[src/rtl/psrw_pkg.sv]
// ----------------------------------------------------------------------------
// psrw_pkg: shared types and constants
// Payload structs, queue entry, back-end states and the fixed words and masks
// of the synthesizer register word generator.
// ----------------------------------------------------------------------------
package psrw_pkg;

  localparam int unsigned FREQ_W = 23;
  localparam int unsigned WORD_W = 32;
  localparam int unsigned QUOT_W = 6;
  localparam int unsigned REM_W  = 17;
  localparam int unsigned FRAC_W = 12;

  // Request codes of the command channel. Request code 3 has no function;
  // it is accepted and dropped.
  localparam logic [1:0] REQ_INIT  = 2'd0;
  localparam logic [1:0] REQ_FREQ  = 2'd1;
  localparam logic [1:0] REQ_AMP   = 2'd2;
  localparam logic [1:0] REQ_SPARE = 2'd3;

  localparam logic [WORD_W-1:0] SHADOW_DEFAULT = 32'h00CC_803C;
  localparam logic [WORD_W-1:0] DIV_CLEAR_MASK = 32'hFF8F_FFFF;
  localparam logic [WORD_W-1:0] AMP_CLEAR_MASK = 32'hFFFF_FFE7;
  localparam logic [WORD_W-1:0] R0_MASK        = 32'h07FF_FFF8;

  localparam logic [FREQ_W-1:0] PFD_KHZ    = 23'd100000;
  localparam logic [FREQ_W-1:0] FREQ_MIN   = 23'd34375;
  localparam logic [FREQ_W-1:0] FREQ_LIMIT = 23'd4400000;

  // Reciprocal of 100000 scaled by 2**40 and rounded up. It gives the exact
  // quotient for every dividend below 2**23.
  localparam int unsigned       RECIP_W     = 24;
  localparam int unsigned       RECIP_SHIFT = 40;
  localparam logic [RECIP_W-1:0] PFD_RECIP  = 24'd10995117;

  localparam int unsigned INIT_LEN = 6;
  localparam logic [WORD_W-1:0] INIT_WORDS [INIT_LEN] = '{
    32'h002C_0010, 32'h0800_E1A9, 32'h1800_4E42,
    32'h0000_04B3, 32'h00CC_803C, 32'h0058_0005
  };

  typedef struct packed {
    logic [1:0]        req_type;
    logic [FREQ_W-1:0] freq_khz;
    logic [1:0]        amp_level;
  } cmd_t;

  typedef struct packed {
    logic [WORD_W-1:0] reg_word;
    logic              last;
    logic              range_error;
  } word_t;

  typedef enum logic [1:0] {
    OP_INIT,
    OP_FREQ,
    OP_AMP,
    OP_ERR
  } op_e;

  // One classified command waiting for the back end.
  typedef struct packed {
    op_e               op;
    logic [2:0]        div_code;
    logic [FREQ_W-1:0] prod;
    logic [1:0]        amp;
  } job_t;

  typedef struct packed {
    logic              start;
    logic [FREQ_W-1:0] dividend;
  } div_req_t;

  typedef struct packed {
    logic              done;
    logic [QUOT_W-1:0] quot;
    logic [REM_W-1:0]  rem;
  } div_rsp_t;

  typedef enum logic [2:0] {
    ST_IDLE,
    ST_INIT,
    ST_R4,
    ST_R0,
    ST_AMP,
    ST_ERR
  } back_state_e;

endpackage

[src/rtl/psrw_if.sv]
// ----------------------------------------------------------------------------
// psrw_if: stream interfaces
// Valid/ready channels for commands and for generated control words.
// ----------------------------------------------------------------------------
interface psrw_cmd_if;
  import psrw_pkg::*;

  logic valid;
  logic ready;
  cmd_t payload;

  modport source (output valid, output payload, input ready);
  modport sink   (input valid, input payload, output ready);
endinterface

interface psrw_word_if;
  import psrw_pkg::*;

  logic  valid;
  logic  ready;
  word_t payload;

  modport source (output valid, output payload, input ready);
  modport sink   (input valid, input payload, output ready);
endinterface

[src/rtl/psrw_front.sv]
// ----------------------------------------------------------------------------
// psrw_front: command classifier
// Accepts commands, picks the output divider band and queues a job.
// ----------------------------------------------------------------------------
module psrw_front (
  psrw_cmd_if.sink        cmd_i,
  input  logic            q_full_i,
  output logic            push_o,
  output psrw_pkg::job_t  job_o
);
  import psrw_pkg::*;

  logic [2:0] code;
  logic       in_range;

  assign cmd_i.ready = !q_full_i;

  // Unused request codes are taken and dropped.
  assign push_o = cmd_i.valid && !q_full_i && (cmd_i.payload.req_type != REQ_SPARE);

  assign in_range = (cmd_i.payload.freq_khz >= FREQ_MIN) &&
                    (cmd_i.payload.freq_khz < FREQ_LIMIT);

  // The divider is 2**code, so the code doubles as the shift amount.
  always_comb begin
    if (cmd_i.payload.freq_khz < 23'd68750) begin
      code = 3'd6;
    end else if (cmd_i.payload.freq_khz < 23'd137500) begin
      code = 3'd5;
    end else if (cmd_i.payload.freq_khz < 23'd275000) begin
      code = 3'd4;
    end else if (cmd_i.payload.freq_khz < 23'd550000) begin
      code = 3'd3;
    end else if (cmd_i.payload.freq_khz < 23'd1100000) begin
      code = 3'd2;
    end else if (cmd_i.payload.freq_khz < 23'd2200000) begin
      code = 3'd1;
    end else begin
      code = 3'd0;
    end
  end

  always_comb begin
    job_o.div_code = code;
    job_o.prod     = cmd_i.payload.freq_khz << code;
    job_o.amp      = cmd_i.payload.amp_level;
    unique case (cmd_i.payload.req_type)
      REQ_INIT: job_o.op = OP_INIT;
      REQ_FREQ: job_o.op = in_range ? OP_FREQ : OP_ERR;
      REQ_AMP:  job_o.op = OP_AMP;
      default:  job_o.op = OP_ERR;
    endcase
  end

endmodule

[src/rtl/psrw_fifo.sv]
// ----------------------------------------------------------------------------
// psrw_fifo: job queue
// Short first-in first-out queue between the classifier and the back end.
// ----------------------------------------------------------------------------
module psrw_fifo #(
  parameter int unsigned DEPTH = 4
) (
  input  logic           clk_i,
  input  logic           rst_ni,
  input  logic           push_i,
  input  psrw_pkg::job_t wr_data_i,
  input  logic           pop_i,
  output logic           full_o,
  output logic           rd_valid_o,
  output psrw_pkg::job_t rd_data_o
);
  import psrw_pkg::*;

  localparam int unsigned PTR_W = (DEPTH > 1) ? $clog2(DEPTH) : 1;
  localparam int unsigned CNT_W = $clog2(DEPTH + 1);

  job_t             mem_q [DEPTH];
  logic [PTR_W-1:0] wr_ptr_q, rd_ptr_q;
  logic [CNT_W-1:0] count_q;
  logic             do_push, do_pop;

  assign full_o     = (count_q == CNT_W'(DEPTH));
  assign rd_valid_o = (count_q != '0);
  assign rd_data_o  = mem_q[rd_ptr_q];
  assign do_push    = push_i && !full_o;
  assign do_pop     = pop_i && rd_valid_o;

  always_ff @(posedge clk_i) begin
    if (do_push) begin
      mem_q[wr_ptr_q] <= wr_data_i;
    end
  end

  always_ff @(posedge clk_i or negedge rst_ni) begin
    if (!rst_ni) begin
      wr_ptr_q <= '0;
      rd_ptr_q <= '0;
      count_q  <= '0;
    end else begin
      if (do_push) begin
        wr_ptr_q <= (wr_ptr_q == PTR_W'(DEPTH - 1)) ? '0 : wr_ptr_q + 1'b1;
      end
      if (do_pop) begin
        rd_ptr_q <= (rd_ptr_q == PTR_W'(DEPTH - 1)) ? '0 : rd_ptr_q + 1'b1;
      end
      if (do_push && !do_pop) begin
        count_q <= count_q + 1'b1;
      end else if (do_pop && !do_push) begin
        count_q <= count_q - 1'b1;
      end
    end
  end

endmodule

[src/rtl/psrw_div.sv]
// ----------------------------------------------------------------------------
// psrw_div: divide by the reference frequency
// Quotient of the product by 100000 from a reciprocal multiplication, then the
// remainder from a multiply-back, one step per cycle.
// ----------------------------------------------------------------------------
module psrw_div (
  input  logic               clk_i,
  input  logic               rst_ni,
  input  psrw_pkg::div_req_t req_i,
  output psrw_pkg::div_rsp_t rsp_o
);
  import psrw_pkg::*;

  localparam int unsigned PROD_W = FREQ_W + RECIP_W;

  logic              busy_q, rem_pend_q, done_q;
  logic [FREQ_W-1:0] dvd_q;
  logic [QUOT_W-1:0] quot_q;
  logic [REM_W-1:0]  rem_q;
  logic [PROD_W-1:0] recip_prod;
  logic [FREQ_W-1:0] quot_scaled;
  logic [FREQ_W-1:0] rem_full;

  assign recip_prod  = PROD_W'(dvd_q) * PROD_W'(PFD_RECIP);
  assign quot_scaled = FREQ_W'(quot_q) * PFD_KHZ;
  assign rem_full    = dvd_q - quot_scaled;

  assign rsp_o.done = done_q;
  assign rsp_o.quot = quot_q;
  assign rsp_o.rem  = rem_q;

  always_ff @(posedge clk_i or negedge rst_ni) begin
    if (!rst_ni) begin
      busy_q     <= 1'b0;
      rem_pend_q <= 1'b0;
      done_q     <= 1'b0;
    end else if (req_i.start) begin
      busy_q     <= 1'b1;
      rem_pend_q <= 1'b0;
      done_q     <= 1'b0;
    end else begin
      busy_q     <= 1'b0;
      rem_pend_q <= busy_q;
      if (rem_pend_q) begin
        done_q <= 1'b1;
      end
    end
  end

  always_ff @(posedge clk_i) begin
    if (req_i.start) begin
      dvd_q <= req_i.dividend;
    end
    if (busy_q) begin
      quot_q <= recip_prod[RECIP_SHIFT +: QUOT_W];
    end
    if (rem_pend_q) begin
      rem_q <= rem_full[REM_W-1:0];
    end
  end

endmodule

[src/rtl/psrw_back.sv]
// ----------------------------------------------------------------------------
// psrw_back: word sequencer
// Takes queued jobs, keeps the register 4 shadow and emits the control words.
// ----------------------------------------------------------------------------
module psrw_back (
  input  logic               clk_i,
  input  logic               rst_ni,
  input  logic               job_valid_i,
  input  psrw_pkg::job_t     job_i,
  output logic               pop_o,
  output psrw_pkg::div_req_t div_req_o,
  input  psrw_pkg::div_rsp_t div_rsp_i,
  psrw_word_if.source        word_o
);
  import psrw_pkg::*;

  back_state_e       state_q, state_d;
  job_t              job_q, job_d;
  logic [2:0]        idx_q, idx_d;
  logic              rep_q, rep_d;
  logic [WORD_W-1:0] shadow_q, shadow_d;
  logic              out_valid_q;
  word_t             out_q, out_d;
  logic              out_load, out_free;
  logic [WORD_W-1:0] r4_div, r4_amp, r0_word;
  logic [FRAC_W-1:0] frac;

  assign out_free = !out_valid_q || word_o.ready;

  // The fraction scale 3125/100000 is exactly 1/32.
  assign frac    = div_rsp_i.rem[REM_W-1:REM_W-FRAC_W];
  assign r4_div  = (shadow_q & DIV_CLEAR_MASK) | (WORD_W'(job_q.div_code) << 20);
  assign r4_amp  = (shadow_q & AMP_CLEAR_MASK) | (WORD_W'(job_q.amp) << 3);
  assign r0_word = ((WORD_W'(div_rsp_i.quot) << 15) | (WORD_W'(frac) << 3)) & R0_MASK;

  always_comb begin
    state_d            = state_q;
    job_d              = job_q;
    idx_d              = idx_q;
    rep_d              = rep_q;
    shadow_d           = shadow_q;
    pop_o              = 1'b0;
    div_req_o.start    = 1'b0;
    div_req_o.dividend = job_i.prod;
    out_load           = 1'b0;
    out_d              = '0;
    unique case (state_q)
      ST_IDLE: begin
        if (job_valid_i) begin
          pop_o = 1'b1;
          job_d = job_i;
          idx_d = '0;
          rep_d = 1'b0;
          unique case (job_i.op)
            OP_INIT: state_d = ST_INIT;
            OP_FREQ: begin
              div_req_o.start = 1'b1;
              state_d         = ST_R4;
            end
            OP_AMP:  state_d = ST_AMP;
            OP_ERR:  state_d = ST_ERR;
            default: state_d = ST_ERR;
          endcase
        end
      end
      ST_INIT: begin
        if (out_free) begin
          out_load       = 1'b1;
          out_d.reg_word = INIT_WORDS[idx_q];
          out_d.last     = rep_q && (idx_q == 3'(INIT_LEN - 1));
          if (idx_q == 3'(INIT_LEN - 1)) begin
            idx_d = '0;
            rep_d = 1'b1;
            if (rep_q) begin
              shadow_d = SHADOW_DEFAULT;
              state_d  = ST_IDLE;
            end
          end else begin
            idx_d = idx_q + 1'b1;
          end
        end
      end
      ST_R4: begin
        if (out_free) begin
          out_load       = 1'b1;
          out_d.reg_word = r4_div;
          shadow_d       = r4_div;
          state_d        = ST_R0;
        end
      end
      ST_R0: begin
        if (out_free && div_rsp_i.done) begin
          out_load       = 1'b1;
          out_d.reg_word = r0_word;
          out_d.last     = 1'b1;
          state_d        = ST_IDLE;
        end
      end
      ST_AMP: begin
        if (out_free) begin
          out_load       = 1'b1;
          out_d.reg_word = r4_amp;
          out_d.last     = 1'b1;
          shadow_d       = r4_amp;
          state_d        = ST_IDLE;
        end
      end
      ST_ERR: begin
        if (out_free) begin
          out_load          = 1'b1;
          out_d.last        = 1'b1;
          out_d.range_error = 1'b1;
          state_d           = ST_IDLE;
        end
      end
      default: state_d = ST_IDLE;
    endcase
  end

  always_ff @(posedge clk_i or negedge rst_ni) begin
    if (!rst_ni) begin
      state_q     <= ST_IDLE;
      idx_q       <= '0;
      rep_q       <= 1'b0;
      shadow_q    <= SHADOW_DEFAULT;
      out_valid_q <= 1'b0;
    end else begin
      state_q  <= state_d;
      idx_q    <= idx_d;
      rep_q    <= rep_d;
      shadow_q <= shadow_d;
      if (out_load) begin
        out_valid_q <= 1'b1;
      end else if (word_o.ready) begin
        out_valid_q <= 1'b0;
      end
    end
  end

  always_ff @(posedge clk_i) begin
    job_q <= job_d;
    if (out_load) begin
      out_q <= out_d;
    end
  end

  assign word_o.valid   = out_valid_q;
  assign word_o.payload = out_q;

endmodule

[src/rtl/pll_synth_register_word_gen.sv]
// ----------------------------------------------------------------------------
// pll_synth_register_word_gen: synthesizer control word generator
// Turns init, set-frequency and set-amplitude commands into the 32-bit words
// that program a fractional-N synthesizer.
// ----------------------------------------------------------------------------
// Each command arrives as one transfer on cmd_i and leaves as a run of words
// on word_o, the final word flagged by last. Init sends the six default words
// twice (twelve words) and reloads the register 4 shadow. Set frequency sends
// the updated register 4 word and then register 0 with INT and FRAC; a
// frequency outside 34375 to 4399999 kHz yields a single zero word with
// range_error set and leaves the shadow alone. Set amplitude sends one
// register 4 word. Request code 3 is taken and produces nothing. Commands go
// through a queue of FIFO_DEPTH entries, so the command side takes one
// transfer per cycle while words drain, until the queue fills. The back end
// takes a job from the queue in its idle state and then emits at most one
// word per cycle. In a frequency run the divide-by-100000 unit forms the
// quotient by a reciprocal multiplication in the cycle after the job is taken
// and the remainder in the next, and register 0 waits for the divider's done
// flag after the register 4 word. A stalled word_o holds its word in the
// output register and stalls the sequencer behind it.
module pll_synth_register_word_gen #(
  parameter int unsigned FIFO_DEPTH = 4
) (
  input  logic         clk_i,
  input  logic         rst_ni,
  psrw_cmd_if.sink     cmd_i,
  psrw_word_if.source  word_o
);
  import psrw_pkg::*;

  logic     push, pop, q_full, q_valid;
  job_t     push_job, head_job;
  div_req_t div_req;
  div_rsp_t div_rsp;

  // Classification of each command into a queued job.
  psrw_front u_front (
    .cmd_i    (cmd_i),
    .q_full_i (q_full),
    .push_o   (push),
    .job_o    (push_job)
  );

  psrw_fifo #(
    .DEPTH (FIFO_DEPTH)
  ) u_fifo (
    .clk_i      (clk_i),
    .rst_ni     (rst_ni),
    .push_i     (push),
    .wr_data_i  (push_job),
    .pop_i      (pop),
    .full_o     (q_full),
    .rd_valid_o (q_valid),
    .rd_data_o  (head_job)
  );

  // The divider is started as a frequency job leaves the queue.
  psrw_div u_div (
    .clk_i  (clk_i),
    .rst_ni (rst_ni),
    .req_i  (div_req),
    .rsp_o  (div_rsp)
  );

  psrw_back u_back (
    .clk_i       (clk_i),
    .rst_ni      (rst_ni),
    .job_valid_i (q_valid),
    .job_i       (head_job),
    .pop_o       (pop),
    .div_req_o   (div_req),
    .div_rsp_i   (div_rsp),
    .word_o      (word_o)
  );

endmodule

[src/flat_wrapper.sv]
// flat-port wrapper written by rule: the top's interface ports become plain ports
module pll_synth_register_word_gen_flat import psrw_pkg::*;
#(
  parameter int unsigned FIFO_DEPTH = 4
)
  (clk_i, rst_ni, cmd_i_valid, cmd_i_payload, cmd_i_ready, word_o_valid, word_o_payload, word_o_ready);
  psrw_cmd_if cmd_i_i ();
  psrw_word_if word_o_i ();
  input  logic clk_i;
  input  logic rst_ni;
  input wire logic [$bits(cmd_i_i.valid)-1:0] cmd_i_valid;
  input wire logic [$bits(cmd_i_i.payload)-1:0] cmd_i_payload;
  output wire logic [$bits(cmd_i_i.ready)-1:0] cmd_i_ready;
  output wire logic [$bits(word_o_i.valid)-1:0] word_o_valid;
  output wire logic [$bits(word_o_i.payload)-1:0] word_o_payload;
  input wire logic [$bits(word_o_i.ready)-1:0] word_o_ready;
  assign cmd_i_i.valid = cmd_i_valid;
  assign cmd_i_i.payload = cmd_i_payload;
  assign cmd_i_ready = cmd_i_i.ready;
  assign word_o_valid = word_o_i.valid;
  assign word_o_payload = word_o_i.payload;
  assign word_o_i.ready = word_o_ready;
  pll_synth_register_word_gen #(.FIFO_DEPTH(FIFO_DEPTH)) u_core (.clk_i(clk_i), .rst_ni(rst_ni), .cmd_i(cmd_i_i), .word_o(word_o_i));
endmodule
[config.mk]
export PLATFORM = sky130hd
export DESIGN_NAME = pll_synth_register_word_gen_flat
export DESIGN_NICKNAME = d
export VERILOG_FILES = /design/src/rtl/psrw_pkg.sv /design/src/rtl/psrw_if.sv /design/src/rtl/psrw_front.sv /design/src/rtl/psrw_fifo.sv /design/src/rtl/psrw_div.sv /design/src/rtl/psrw_back.sv /design/src/rtl/pll_synth_register_word_gen.sv /design/src/flat_wrapper.sv
export SDC_FILE = /design/constraint.sdc
export NUM_CORES = 1
export LEC_CHECK = 0
export BUFFER_PORTS_ARGS = -buffer_cell sky130_fd_sc_hd__buf_2
export CORE_MARGIN = 1.5
export CORE_UTILIZATION = 62
export CTS_CLUSTER_DIAMETER = 200
export DETAILED_ROUTE_END_ITERATION = 6
export GPL_TIMING_DRIVEN = 0
export PLACE_DENSITY = 0.92
export SLEW_MARGIN = 20
export SYNTH_ARGS = -nofsm -noshare
export SYNTH_HDL_FRONTEND = slang
export SYNTH_SLANG_ARGS = --single-unit
[constraint.sdc]
create_clock -name clk_i -period 9.5 [get_ports clk_i]
set_input_delay 0.475 -clock clk_i [delete_from_list [all_inputs] [get_ports clk_i]]
set_output_delay 0.475 -clock clk_i [all_outputs]
set_load 0.05 [all_outputs]
# Word-level counts from Yosys, hierarchy flattened
# Memory sizes are Yosys's and may differ from the RTL's.
# Cells that the tools add are included.
dict set report op_classes {
  n_reduce_logical 30
  div 0
  shifts 1
  n_addsub 6
  n_bitwise 4
  eq_ne 23
  mul 2
  muxes 60
  n_lt_le_gt_ge 9
}
# op count
set op_table {}
lappend op_table {{two-way mux 32 bit} 8}
lappend op_table {{one-hot mux 32 bit (4 select lines)} 1}
lappend op_table {{one-hot mux 32 bit (3 select lines)} 1}
lappend op_table {{two-way mux 33 bit} 2}
lappend op_table {{multiplier 23 x 24 -> 46 bit (second input constant)} 1}
lappend op_table {{two-way mux 3 bit} 15}
lappend op_table {{OR 32 x 23 -> 32 bit} 1}
lappend op_table {{OR 32 x 5 -> 32 bit} 1}
lappend op_table {{greater-or-equal comparator 23 x 16 -> 1 bit (second input constant)} 1}
lappend op_table {{less-than comparator 23 x 17 -> 1 bit (second input constant)} 1}
lappend op_table {{less-than comparator 23 x 18 -> 1 bit (second input constant)} 1}
lappend op_table {{less-than comparator 23 x 19 -> 1 bit (second input constant)} 1}
lappend op_table {{less-than comparator 23 x 20 -> 1 bit (second input constant)} 1}
lappend op_table {{less-than comparator 23 x 21 -> 1 bit (second input constant)} 1}
lappend op_table {{less-than comparator 23 x 22 -> 1 bit (second input constant)} 1}
lappend op_table {{less-than comparator 23 bit (second input constant)} 1}
lappend op_table {{<< shifter 23 x 3 -> 23 bit} 1}
lappend op_table {{two-way mux 22 bit} 1}
lappend op_table {{OR 21 x 15 -> 21 bit} 1}
lappend op_table {{two-way mux 1 bit} 19}
lappend op_table {{subtractor 17 bit} 1}
lappend op_table {{one-hot mux 3 bit (5 select lines)} 1}
lappend op_table {{!= test 2 bit (second input constant)} 7}
lappend op_table {{equality test 3 bit (second input constant)} 4}
lappend op_table {{other kinds (31)} 62}
dict set report totals {
  input_bits 31
  out_inout_bits 36
  register_bits 135
  n_memories 2
  word_cells 156
  latchBits 0
  romBits 256
  mem_bits_rw 120
}
# name words width read_ports rd_ports_with_merged_regs write_ports line_no
set mem_list {}
lappend mem_list {{(no name shown)} 8 32 1 0 0 psrw_back.sv:69} ;# out_d.reg_word = INIT_WORDS[idx_q];
lappend mem_list {u_core.u_fifo.mem_q 4 30 1 0 1 psrw_fifo.sv:22} ;# job_t mem_q [DEPTH];

# Depth between registers and ports, before layout
dict set report logic_depth {
  depth_word 9
  ltp_mapped 23
  depth_no_buf 23
}

# Hierarchy
# Synthesis repeated with hierarchy kept, for this count alone.
dict set report unflattened {
  cells_unflattened 1799
  hier_area_um2 21693.3
}
# mod instances cells_each area_each_um2
set modules_own_cells {}
lappend modules_own_cells {psrw_div 1 1085 11736.3}
lappend modules_own_cells {psrw_fifo 1 194 4842.1}
lappend modules_own_cells {psrw_back 1 301 3694.8}
lappend modules_own_cells {psrw_front 1 219 1420.1}

# Worst setup path after synthesis
# OpenSTA, ideal clock, no wires.
dict set report synth_path {
  path_kind {register -> register}
  startpoint {reg u_core.u_div.dvd_q[2]}
  endpoint {reg u_core.u_div.quot_q[5], data pin}
  stages_incl_launch_ff 22
  t_required_ns 9.234
  t_arrival_ns 5.939
  path_buffers 0
  setup_ns 0.266
  setup_slack_ns 3.295
  cell_sequence {edfxtp_1 fa_1 fa_1 fa_1 inv_1 fa_1 inv_1 fa_1 fa_1 inv_1 fa_1 inv_1 ha_1 a21oi_1 nand3_1 a211oi_1 nor4_1 o31ai_1 and2_1 o2bb2ai_1 o41ai_1 xnor2_1}
}
dict set report synth_via {
  elab_chain_cells 1
}
# element line_no
set synth_rtl {}
lappend synth_rtl {{start, declared} psrw_div.sv:17} ;# logic [FREQ_W-1:0] dvd_q;
lappend synth_rtl {{start signal, assigned} psrw_div.sv:52} ;# dvd_q <= req_i.dividend;
lappend synth_rtl {{multiplier 23 x 24 -> 46 bit} psrw_div.sv:24} ;# assign recip_prod = PROD_W'(dvd_q) * PROD_W'(PFD_RECIP);
lappend synth_rtl {{net u_core.u_div.recip_prod[45]} psrw_div.sv:20} ;# logic [PROD_W-1:0] recip_prod;
lappend synth_rtl {{end signal, assigned} psrw_div.sv:55} ;# quot_q <= recip_prod[RECIP_SHIFT +: QUOT_W];
lappend synth_rtl {{end, declared} psrw_div.sv:18} ;# logic [QUOT_W-1:0] quot_q;
# The timed path passes the listed nets, and every way through them passes these cells.
# A chain may end at the register's enable or synchronous reset.

# Final worst setup path
dict set report layout_path {
  startpoint {reg u_core.u_div.dvd_q[8]}
  endpoint {reg u_core.u_div.quot_q[5], data pin}
}
# Same word-level chain as after synthesis.

==> impl_metrics.csv <==
group,metric,value,unit
outcome,status,"finished with violations",
outcome,violations_in_the_final_reports,"hold timing",
floorplan,die_outline_area,34800,sq um
flow_run,cap_viol_max_count,0,
drt,routed_wire_length_per_instance,22.9,um
place,place_congestion,0.957,
place,pre_cts_ws,1.67,ns
synth,synth_top_cell_area_share,0.288,
worst_setup_path,end_kind,"register",
sta,clock-skew-final,0.0225,ns
cts,clk_path_buf_depth,3,
worst_setup_path,critical_path.reg2reg.endpoint,"u_core.u_div.quot_q[5]",
grt,antenna_found_initial,0,
finish,n_fill_cell,2222,
grt,grt_pass1_vias,15200,
cts,h-tree-depth,1,
synth,synth.avg_cell_area,11.9,sq um
grt,grt_first_pass_wirelength,83400,um
synth,yosys-top-cells-area,"sky130_fd_sc_hd__edfxtp_1 (29%), sky130_fd_sc_hd__fa_1 (20%), sky130_fd_sc_hd__ha_1 (17%)",
cts,clk_root_buffer_cell,"sky130_fd_sc_hd__clkbuf_16",
synth,synth_area,20900,sq um
drt,drt_pre_antenna_iters,7,
sta,finalCritPeriodShare,0.850,
synth,synth.most_common_cell,"sky130_fd_sc_hd__inv_1",
floorplan,dieHeight,186,um
sta,final_period_minus_worst_setup_slack,8.07,ns
finish,area_growth_syn_to_layout,8.19,%
sta,final_critical_path_setup_slack,1.43,ns
worst_hold_path,hold_crit_path_type,"input pin to asynchronous set/reset pin",
synth,synth.net_count,2279,
grt,overflow,0,
sta,number_of_failing_setup_endpoints_in_the_final_timing_report,0,
drt,wl,52700,um
floorplan,core_region_area,33400,sq um
cts,clkLatencyLatePin,0.53,ns
synth,ys_seq_area_frac,0.348,
sta,final_max_slew_viol_count,0,
cts,cts_setup_buffers,0,
synth,synth.distinct_cells,76,
drt,drt_drc_violations_left,0,
place,place_area,21800,sq um
cts,post_cts.resized_instances,0,
drt,vias,14400,
worst_setup_path,critPathMaxFanout,7,
sta,setup_tns_final,0,ns
floorplan,num_io_pins,67,
floorplan,start_util,0.626,
sta,hold_ws,-0.00685,ns
finish,final_layout_size_suffix_gt1_frac,0.0944,
cts,cts_buffers,23,
finish,diodes,0,
sta,rsz0062_at_grt,"no",
synth,synthTopCellsByCount,"sky130_fd_sc_hd__inv_1 (356), sky130_fd_sc_hd__ha_1 (291), sky130_fd_sc_hd__fa_1 (210)",
synth,synth_enable_flop_cells,200,
grt,grt.total_usage,0.310,
synth,synth_largest_area_cell,"sky130_fd_sc_hd__edfxtp_1",
synth,synth-seq-cells,250,
worst_setup_path,rr_startpoint,"u_core.u_div.dvd_q[8]",
worst_setup_path,critical_path_required,9.75,ns
cts,clkSinkCount,250,
sta,fmaxAchievable,0.124,GHz
cts,cts.clk_slew.worst_paths,0.07,ns
floorplan,floorplan.rows,67,
sta,finalHoldViolations,12,
worst_setup_path,worst-endpoint-arrival,8.32,ns
worst_setup_path,timing.reg2reg.setup_slack,1.43,ns
cts,cts_tree,"yes",
worst_setup_path,crit_path_start_kind,"register",
grt,pin_count_of_the_biggest_net_entering_global_routing,51,
worst_setup_path,critical_path.startpoint,"u_core.u_div.dvd_q[8]",
finish,nets,2369,
worst_setup_path,worstSetupPathType,"register to register",
drt,drt_iter0_drcs,1499,
place,sum_of_net_half_perimeters_after_detailed_placement,39300,um
synth,synthArstFlopShare,0.200,
sta,maxSlewHeadroom,0.324,
synth,synth_cells,1747,
synth,synth-warning-count,0,
worst_setup_path,setup.worst_path.end,"u_core.u_div.quot_q[5]",
synth,synth_ff_type,"sky130_fd_sc_hd__edfxtp_1",
sta,worstMarginPinSlew,1.01,ns
worst_setup_path,r2r_cells,21,
drt,number_of_antenna_violating_nets_in_the_routed_design,0,
place,count_of_buffers_inserted_at_the_top_level_ports,60,
drt,detail_route.vias_per_cell,6.25,
floorplan,die_w,186,um
finish,finished_layout_cell_area,22600,sq um
cts,post_cts_hold_buffer_count,0,
## placed cells by master (no fill, tap or decap), drive strengths merged, types with 41 or more instances in the layout
master,n
inv,359
ha,291
fa,210
edfxtp,200
clkbuf,75
buf,74
nand2,63
nor2,60
o21ai,48
a21oi,45
dfrtp,41
## state kept, by name (all words and copies together), names as in the netlist, 2 cells and up
signal                        flops
u_core.u_back.shadow_q           32
u_core.u_back.job_q               5
u_core.u_back.idx_q               3
u_core.u_back.word_o.payload     34
u_core.u_fifo.rd_ptr_q            2
u_core.u_fifo.mem_q             120
u_core.u_div.rem_q               12
u_core.u_fifo.count_q             3
u_core.u_div.dvd_q               23
u_core.u_fifo.wr_ptr_q            2
u_core.u_div.quot_q               6
u_core.u_back.state_q             3
## layer usage
| layer | global-route usage | share of wire | vias up |
|---|---|---|---|
| met4 | 0.170 | 0.070 | 0 |
| li1 | - | - | 6142 |
| met3 | 0.0425 | 0.077 | 287 |
| met2 | 0.515 | 0.48 | 926 |
| met1 | 0.396 | 0.37 | 7030 |
| met5 | 0 | 0 | - |
## final cells by class
cell class	instances	area, sq um	share of cell area
Multi-Input combinational cell	1091	12100	0.535
Clock inverter	7	82.6	0.00366
Timing Repair Buffer	65	403	0.0178
Clock buffer	35	651	0.0288
Inverter	357	1340	0.0593
Buffer	49	195	0.00864
Sequential cell	250	7270	0.322
Tap cell	448	561	0.0248
## stage by stage
step                instances   util
finish                   2302  0.677
global route             2302  0.677
CTS                      2302  0.677
detailed placement       2260  0.655
global placement         2255  0.651
floorplan                1747      -
## logic make-up after synthesis
family,count (synthesis),synth area share
buffers and inverters,406,0.0735
AOI/OAI and AO/OA,224,0.0752
and+or+nand+nor,271,0.0648
adders and majority gates,501,0.376
muxes,63,0.0491
xor gates and xnor gates,32,0.0134
DFF,250,0.348
## worst max-delay path, stage by stage, from the launching register on
cell and delay, ns:
sky130_fd_sc_hd__edfxtp_1 0.76, sky130_fd_sc_hd__ha_1 0.47, sky130_fd_sc_hd__inv_1 0.11, sky130_fd_sc_hd__fa_1 0.61
sky130_fd_sc_hd__inv_1 0.11, sky130_fd_sc_hd__fa_1 0.68, sky130_fd_sc_hd__fa_1 0.48, sky130_fd_sc_hd__fa_1 0.49
sky130_fd_sc_hd__fa_1 0.60, sky130_fd_sc_hd__inv_1 0.08, sky130_fd_sc_hd__fa_1 0.54, sky130_fd_sc_hd__inv_1 0.05
sky130_fd_sc_hd__ha_1 0.31, sky130_fd_sc_hd__a21oi_1 0.17, sky130_fd_sc_hd__o211ai_1 0.18, sky130_fd_sc_hd__o21ai_0 0.42
sky130_fd_sc_hd__nor4_1 0.12, sky130_fd_sc_hd__o31ai_1 0.58, sky130_fd_sc_hd__and2_1 0.29, sky130_fd_sc_hd__o2bb2ai_1 0.19
sky130_fd_sc_hd__o41ai_1 0.42, sky130_fd_sc_hd__xnor2_1 0.11
## worst min path at each step
stage,endpoint,slack (ns),cells past startpoint
finish,u_core.u_back.word_o.valid,-0.007,1
global route,u_core.u_back.word_o.valid,0.05,1
CTS,u_core.u_fifo.mem_q[2][1],0.16,1
detailed placement,u_core.u_back.shadow_q[24],0.47,1
global placement,u_core.u_back.shadow_q[30],0.46,1
floorplan,u_core.u_back.idx_q[0],0.18,0
Power is left out: the tool's default activity adds up to more than one toggle a clock period on the data nets, which glitch-free logic cannot reach.
